**src/rtl/iprtl_pkg.sv**
```systemverilog
// Package for the IP range table lookup unit.
// Holds table sizes, operation codes, the sequencer states and the table port structs.
// Used by every module of the block; depends on nothing.
`timescale 1ns / 1ps

package iprtl_pkg;

   // Table geometry.
   localparam int TABLE_ENTRIES = 4096;
   localparam int ADDR_W        = $clog2(TABLE_ENTRIES);
   localparam int CNT_W         = ADDR_W + 1;

   // Fixed field widths of the item and of the register.
   localparam int INDEX_W  = 12;
   localparam int ADDRV4_W = 32;
   localparam int OFFSET_W = 24;
   localparam int COUNT_W  = 13;

   // Operation codes carried in the func field.
   localparam logic FUNC_LOAD   = 1'b0;
   localparam logic FUNC_LOOKUP = 1'b1;

   // Sequencer states.
   typedef enum logic [1:0] {
      ST_IDLE,
      ST_PROBE,
      ST_FINAL
   } state_type;

   // Request from the sequencer to the table memory.
   typedef struct packed {
      logic                wr_en;
      logic [ADDR_W-1:0]   wr_addr;
      logic [ADDRV4_W-1:0] wr_start;
      logic [OFFSET_W-1:0] wr_offset;
      logic                rd_en;
      logic [ADDR_W-1:0]   rd_addr;
   } tbl_req_type;

   // Registered read data from the table memory.
   typedef struct packed {
      logic [ADDRV4_W-1:0] start;
      logic [OFFSET_W-1:0] offset;
   } tbl_rsp_type;

endpackage

```
**src/rtl/iprtl_ctrl.sv**
```systemverilog
// Search sequencer: item handshake, entry count register, binary search control
// and the result register. Drives the table memory; uses iprtl_pkg.
`timescale 1ns / 1ps

module iprtl_ctrl (
   input  logic                             clock,
   input  logic                             reset,
   input  logic                             req_valid,
   output logic                             req_ready,
   input  logic                             req_func,
   input  logic [iprtl_pkg::INDEX_W-1:0]    req_entry_index,
   input  logic [iprtl_pkg::ADDRV4_W-1:0]   req_start_address,
   input  logic [iprtl_pkg::OFFSET_W-1:0]   req_record_offset,
   input  logic [iprtl_pkg::ADDRV4_W-1:0]   req_query_address,
   output logic                             rsp_valid,
   input  logic                             rsp_ready,
   output logic [iprtl_pkg::INDEX_W-1:0]    rsp_found_index,
   output logic [iprtl_pkg::OFFSET_W-1:0]   rsp_found_offset,
   input  logic                             csr_valid,
   output logic                             csr_ready,
   input  logic [iprtl_pkg::COUNT_W-1:0]    csr_entry_count,
   output iprtl_pkg::tbl_req_type           tbl_req,
   input  iprtl_pkg::tbl_rsp_type           tbl_rsp
);
   import iprtl_pkg::*;

   state_type           state_ff, state_in;
   logic [COUNT_W-1:0]  count_ff;
   logic [CNT_W-1:0]    eff_count;
   logic [CNT_W-1:0]    lo_ff, lo_in;
   logic [CNT_W-1:0]    hi_ff, hi_in;
   logic [CNT_W-1:0]    mid_ff, mid_in;
   logic [CNT_W-1:0]    span;
   logic [ADDRV4_W-1:0] query_ff;
   logic                issue_rd;
   logic                capture;
   logic                lookup_acc;
   logic                load_acc;
   logic                rsp_valid_ff;
   logic [INDEX_W-1:0]  rsp_index_ff;
   logic [OFFSET_W-1:0] rsp_offset_ff;

   assign csr_ready = 1'b1;

   // Entry count register.
   always_ff @(posedge clock) begin
      if (reset) begin
         count_ff <= COUNT_W'(1);
      end else if (csr_valid) begin
         count_ff <= csr_entry_count;
      end
   end

   // A count of zero searches one entry; a count beyond the table is clipped.
   always_comb begin
      if (count_ff == '0) begin
         eff_count = CNT_W'(1);
      end else if (32'(count_ff) > TABLE_ENTRIES) begin
         eff_count = CNT_W'(TABLE_ENTRIES);
      end else begin
         eff_count = CNT_W'(count_ff);
      end
   end

   assign lookup_acc = req_valid && req_ready && (req_func == FUNC_LOOKUP);
   assign load_acc   = req_valid && req_ready && (req_func == FUNC_LOAD);

   // Next state, search bounds and the next probe address.
   always_comb begin
      state_in  = state_ff;
      lo_in     = lo_ff;
      hi_in     = hi_ff;
      issue_rd  = 1'b0;
      capture   = 1'b0;
      req_ready = (state_ff == ST_IDLE);
      case (state_ff)
         ST_IDLE: begin
            if (req_valid && req_func == FUNC_LOOKUP) begin
               lo_in    = '0;
               hi_in    = eff_count;
               issue_rd = 1'b1;
            end
         end
         ST_PROBE: begin
            // The shared compare: the probed start against the query.
            if (query_ff >= tbl_rsp.start) begin
               lo_in = mid_ff;
            end else begin
               hi_in = mid_ff;
            end
            issue_rd = 1'b1;
         end
         ST_FINAL: begin
            if (!rsp_valid_ff || rsp_ready) begin
               capture  = 1'b1;
               state_in = ST_IDLE;
            end
         end
         default: begin
            state_in = ST_IDLE;
         end
      endcase
      span   = hi_in - lo_in;
      mid_in = lo_in + (span >> 1);
      if (issue_rd) begin
         state_in = (span > CNT_W'(1)) ? ST_PROBE : ST_FINAL;
      end
   end

   // Table port: loads write, the search reads either a probe or the result entry.
   always_comb begin
      tbl_req.wr_en     = load_acc && (32'(req_entry_index) < TABLE_ENTRIES);
      tbl_req.wr_addr   = ADDR_W'(req_entry_index);
      tbl_req.wr_start  = req_start_address;
      tbl_req.wr_offset = req_record_offset;
      tbl_req.rd_en     = issue_rd;
      tbl_req.rd_addr   = (span > CNT_W'(1)) ? ADDR_W'(mid_in) : ADDR_W'(lo_in);
   end

   // Sequencer state.
   always_ff @(posedge clock) begin
      if (reset) begin
         state_ff <= ST_IDLE;
      end else begin
         state_ff <= state_in;
      end
   end

   // Search bounds and the query of the item in flight.
   always_ff @(posedge clock) begin
      lo_ff  <= lo_in;
      hi_ff  <= hi_in;
      if (issue_rd) begin
         mid_ff <= mid_in;
      end
      if (lookup_acc) begin
         query_ff <= req_query_address;
      end
   end

   // Result register.
   always_ff @(posedge clock) begin
      if (reset) begin
         rsp_valid_ff <= 1'b0;
      end else if (capture) begin
         rsp_valid_ff <= 1'b1;
      end else if (rsp_ready) begin
         rsp_valid_ff <= 1'b0;
      end
   end

   always_ff @(posedge clock) begin
      if (capture) begin
         rsp_index_ff  <= INDEX_W'(lo_ff);
         rsp_offset_ff <= tbl_rsp.offset;
      end
   end

   assign rsp_valid        = rsp_valid_ff;
   assign rsp_found_index  = rsp_index_ff;
   assign rsp_found_offset = rsp_offset_ff;

endmodule

```
**config.mk**
```make
export PLATFORM = sky130hd
export DESIGN_NAME = iprtl_ctrl
export DESIGN_NICKNAME = d
export VERILOG_FILES = /design/src/rtl/iprtl_pkg.sv /design/src/rtl/iprtl_ctrl.sv
export SDC_FILE = /design/constraint.sdc
export NUM_CORES = 1
export LEC_CHECK = 0
export ABC_AREA = 1
export BUFFER_PORTS_ARGS = -buffer_cell sky130_fd_sc_hd__buf_2
export CAP_MARGIN = 10
export CORE_UTILIZATION = 49
export DETAILED_ROUTE_END_ITERATION = 10
export GPL_TIMING_DRIVEN = 0
export PLACE_DENSITY = 0.77
export SYNTH_ARGS = -nofsm -noshare
export SYNTH_HDL_FRONTEND = slang
export SYNTH_SLANG_ARGS = --single-unit
```
**constraint.sdc**
```tcl
create_clock -name clock -period 9.05 [get_ports clock]
set_input_delay 1.81 -clock clock [delete_from_list [all_inputs] [get_ports clock]]
set_output_delay 1.81 -clock clock [all_outputs]
set_load 0.01 [all_outputs]
```
Word-level counts from Yosys, hierarchy flattened:

Index checks and enable logic that the tools add are counted.

* input bits: 175
* output and inout bits: 121
* logic and storage cells: 49
* memory bits (read-only): 0
* memory bits (writable): 0
* memories: 0
* latch bits: 0
* register bits: 123

* multiplexer cells: 19
* reduce and logical (&&, ||, !) cells: 11
* add/sub/neg operators: 2
* divide/modulo/power cells: 0
* $lt $le $gt $ge: 3
* equality and inequality tests: 4
* multipliers: 0
* bitwise operators: 1
* shift-type cells: 0

Operators with widths (count)
* 13-bit 2-to-1 mux: 6
* 13-bit one-hot mux with 2 select lines: 2
* 32-bit >= comparator: 1
* 13-bit by 12-bit adder with 13-bit output: 1
* 13-bit by 1-bit greater-than comparator with 1-bit output (second input constant): 1
* 13-bit greater-than comparator (second input constant): 1
* 13-bit zero test: 1
* 13-bit subtractor: 1
* 12-bit 2-to-1 mux: 1
* 2-bit 2-to-1 mux: 3
* 1-bit 2-to-1 mux: 5
* 1-bit logical AND: 4
* 2-bit one-hot mux with 2 select lines: 1
* 3-bit != test (second input constant): 1
* 2-bit by 1-bit == test with 1-bit output (second input constant): 1
* 2-bit == test (second input constant): 1
* 2-bit zero test: 1
* 2-bit by 1-bit != test with 1-bit output (second input constant): 1
* 1-bit one-hot mux with 2 select lines: 1
* 2-bit AND reduction: 1
* 2-bit nonzero test: 1
* 2-bit OR reduction: 1
* 1-bit zero test: 1
* 1-bit logical OR: 1
* 1-bit inverter: 1

Depth between registers and ports, before layout:

* depth after elaboration: 9
* depth in mapped cells: 37
* mapped depth without buffers: 36

Worst setup path after synthesis:

OpenSTA, ideal clock, no wires.

* kind: input -> output
* start: in tbl_rsp[39] (netlist name)
* end: out tbl_req[11] (netlist name)
* data arrival time: 5.826 ns
* stages on the path: 31
* setup slack: 1.414 ns
* path through: inv_1 > ha_1 > nand2_1 > nor2_1 > nand2_1 > nor2_1 > nor2_1 > nand2_1 > nand2_2 > nand2_2 > buf_2 > buf_2 > a21oi_1 > a311oi_1 > ha_1 > a21oi_2 > nand2_2 > nand2_2 > nand3b_4 > xnor2_1 > inv_1 > ha_1 > nand2_1 > o21ai_0 > a21oi_1 > o21ai_0 > a21oi_1 > o21ai_0 > xor2_1 > nand2_1 > nand2_1

RTL lines
* start, declared: line iprtl_ctrl.sv:23 `input iprtl_pkg::tbl_rsp_type tbl_rsp`
* end, declared: line iprtl_ctrl.sv:22 `output iprtl_pkg::tbl_req_type tbl_req,`

==> impl_metrics.toml <==
[status]
status = "complete, no violations"

[final_layout]
layout-drive-gt1-share = 0.3393
final_nets = 1285
fillers = 1164
fin_area_um2 = 9174
area_growth_pct = 28.32

[grt]
grt_pass1_wl_um = 28010
grtUsageMet3 = 0.06134
grt-ovfl-total = 0
grt_pass1_vias = 5783
met2_usage = 0.4614
antenna_found_initial = 2
grt_max_degree = 35
busiest_layer = "met2"
track_usage = 0.2478
use_met1 = 0.2749

[timing]
hold_viol = 0
fin_setup_tns_ns = 0
worst_hold_slack_ns = 0.4546
worstMarginPinSlew_ns = 0.9697
clock_skew_ns = 0.008502
post-route-period-util = 0.9491
setup_viol = 0
drv_slew = 0
fmax_mhz = 116.4
slew_headroom = 0.3520
rsz0062_at_grt = "false"
fin_crit_ns = 8.590

[clocking]
cts_setup_buffers = 0
cts_tree = "built"
postCtsHoldBufs = 0
cts_root_buf = "clkbuf_16"
worst_skew_pair.late_latency_ns = 0.41
ctsLongestPathBuffers = 2
clk_pin_slew_ns = 0.05
htreeDepth = 4
cts.sinks = 123
numCtsBuffers = 17

[yosys]
synth_edf_count = 81
ys_seq_elements = 123
syn_nets = 1036
netlist_area_um2 = 7149
synth_common_cells = "nand2_1 (145), inv_1 (105), edfxtp_1 (81)"
postSynthCellCount = 802
synth_top_cell_by_area = "edfxtp_1"
synth_cell_type_count = 42
synthArstFlopShare = 0
synth_top_area_frac = 0.3402
yosysMostFrequentCell = "nand2_1"
ys.flop_type = "edfxtp_1"
yosysWarnings = 0
synth-seq-area-share = 0.4578
synthTopCellsByArea = "edfxtp_1 (34%), dfxtp_1 (12%), ha_1 (10%)"
syn_area_per_cell_um2 = 8.914

[placed_design]
io_buffers = 226
place_congestion = 0.8592
placed_cell_area_um2 = 8556
hpwl_um = 14810

[floorplan]
die_h_um = 122.8
io_pins = 296
fp-row-count = 43
start_util = 0.5091
die-area_um2 = 15080
fp.dieW_um = 122.8
core_area_um2 = 14040

[detailed_routing]
first_pass_iters = 7
via_per_inst = 4.939
first_iter_violations = 397
routed_wirelength_um = 18540
drc = 0
post_drt_wl_per_cell_um = 14.89
num_vias = 6149
ant_nets = 0

[critical_path]
start_kind = "primary input"
startpoint = "tbl_rsp[39]"
critPathSlowestCell = "ha_1"
cp-end-kind = "primary output"
cp.arrival_ns = 6.78
rrSetupSlack_ns = 3.67
worstPathMaxFanout = 10
cp_slowest_stage_delay_ns = 0.36
cp.depth = 32
crit_top_cell = "nand2_1"
worstRegToRegCells = 22
path_class = "in2out"
crit_path_end = "tbl_req[11]"
critical_path.top_delay_family = "simple AND/OR/NAND/NOR gates"
crit_required_ns = 7.24
r2r-start = "state_ff[1]"
critPathBufInv = 6
r2r-end = "mid_ff[12]"

[power_and_ir_drop]
power_density_nw_per_um2 = 275.3
p_leak_nw = 4.577
finalPower_w = 0.002526
ir_worst_vdd_v = 0.0002814

[flow_run]
cap_viol_max_count = 0

[hold_path]
hp-class = "reg2reg"
[cells in the final DEF, fill, tap and decap left out, types with 6 or more instances in the layout]
cell         n
nand2_2      8
clkbuf_1    11
nor2_1      58
nand2_1    145
xor2_1      15
o21ai_0     41
nor3_1       8
a21oi_1     61
nand3_1     35
buf_6        6
clkbuf_16   17
buf_4       72
inv_1      105
edfxtp_1    81
buf_2      227
ha_1        57
dfxtp_1     42
[per-stage QoR]
stage	instances	util	setup WS (ns)
2_1_floorplan	802	-	1.414
3_3_place_gp	1208	0.6057	0.4609
3_5_place_dp	1212	0.6093	0.4133
4_1_cts	1244	0.6523	0.3176
5_1_grt	1245	0.6533	0.001993
6_report	1245	0.6533	0.4602
[routing by layer]
layer	vias to the layer above	part of all wire
li1	3104	-
met1	2817	0.38
met2	207	0.53
met3	21	0.075
met4	0	0.014
met5	-	0
[final cells by class]
class	count	area [um^2]	area share
buffer	85	609.3	0.06642
multi-input combinational	485	2874	0.3133
timing repair buffer	230	1176	0.1282
inverter	109	409.1	0.04460
clock inverter	11	143.9	0.01568
antenna	1	2.502	0.0002728
clock buffer	21	460.4	0.05019
tap	180	225.2	0.02455
sequential	123	3273	0.3568
[registers in the layout, indices dropped and copies added, names as in the netlist, 2 cells and up]
signal	flops
rsp_found_offset	24
count_ff	13
state_ff	2
hi_ff	13
rsp_found_index	12
query_ff	32
lo_ff	13
mid_ff	13
[how the worst min path moves through the flow]
stage,from,to,slack [ns],cells past startpoint
after floorplan,lo_ff[0],rsp_found_index[0],0.43,0
after global placement,lo_ff[8],rsp_found_index[8],0.43,0
after detailed placement,lo_ff[9],rsp_found_index[9],0.44,0
after CTS,lo_ff[9],rsp_found_index[9],0.45,0
after global routing,lo_ff[8],rsp_found_index[8],0.47,0
final,lo_ff[9],rsp_found_index[9],0.45,0
[worst reg2reg max path, stage by stage, from the launching register on]
cell and delay, ns:
dfxtp_1 0.37, nor2_4 0.31, inv_2 0.13, nor2_4 0.75, nor2_2 0.20, inv_2 0.39
nor2_1 0.10, a211oi_2 0.35, ha_1 0.35, a21oi_1 0.22, nand2_1 0.14, xnor2_1 0.17
inv_1 0.08, ha_1 0.39, nand3_1 0.10, and2_1 0.20, o221ai_1 0.30, nand3_1 0.11
nand2_1 0.13, nand2_1 0.06, nand2_1 0.06, a21oi_1 0.07, xor2_1 0.15
[kinds of logic (layout without fill, tap and decap cells)]
kind of cell    count (synthesis)  in the layout  share of synthesized area
other cells                     1              2                  0.0005245
compound gates                135            135                     0.1064
simple gates                  270            270                     0.1622
fa+ha+maj                      59             59                     0.1054
buf+inv                       194            456                     0.1421
flops                         123            123                     0.4578
xor+xnor                       20             20                    0.02555
[power breakdown]
| group | internal [W] | switching [W] | total [W] |
|---|---|---|---|
| Sequential | 0.000708 | 0.0000406 | 0.000749 |
| Clock | 0.000446 | 0.000241 | 0.000687 |
| Combinational | 0.000424 | 0.000666 | 0.00109 |
[what timing repair did]
item                                    4_1_cts  5_1_grt
gates resized for setup                       0        5
endpoints found under the setup margin        0        2
hold endpoints to repair                      0        0
Power figures use the tool's default switching activity.
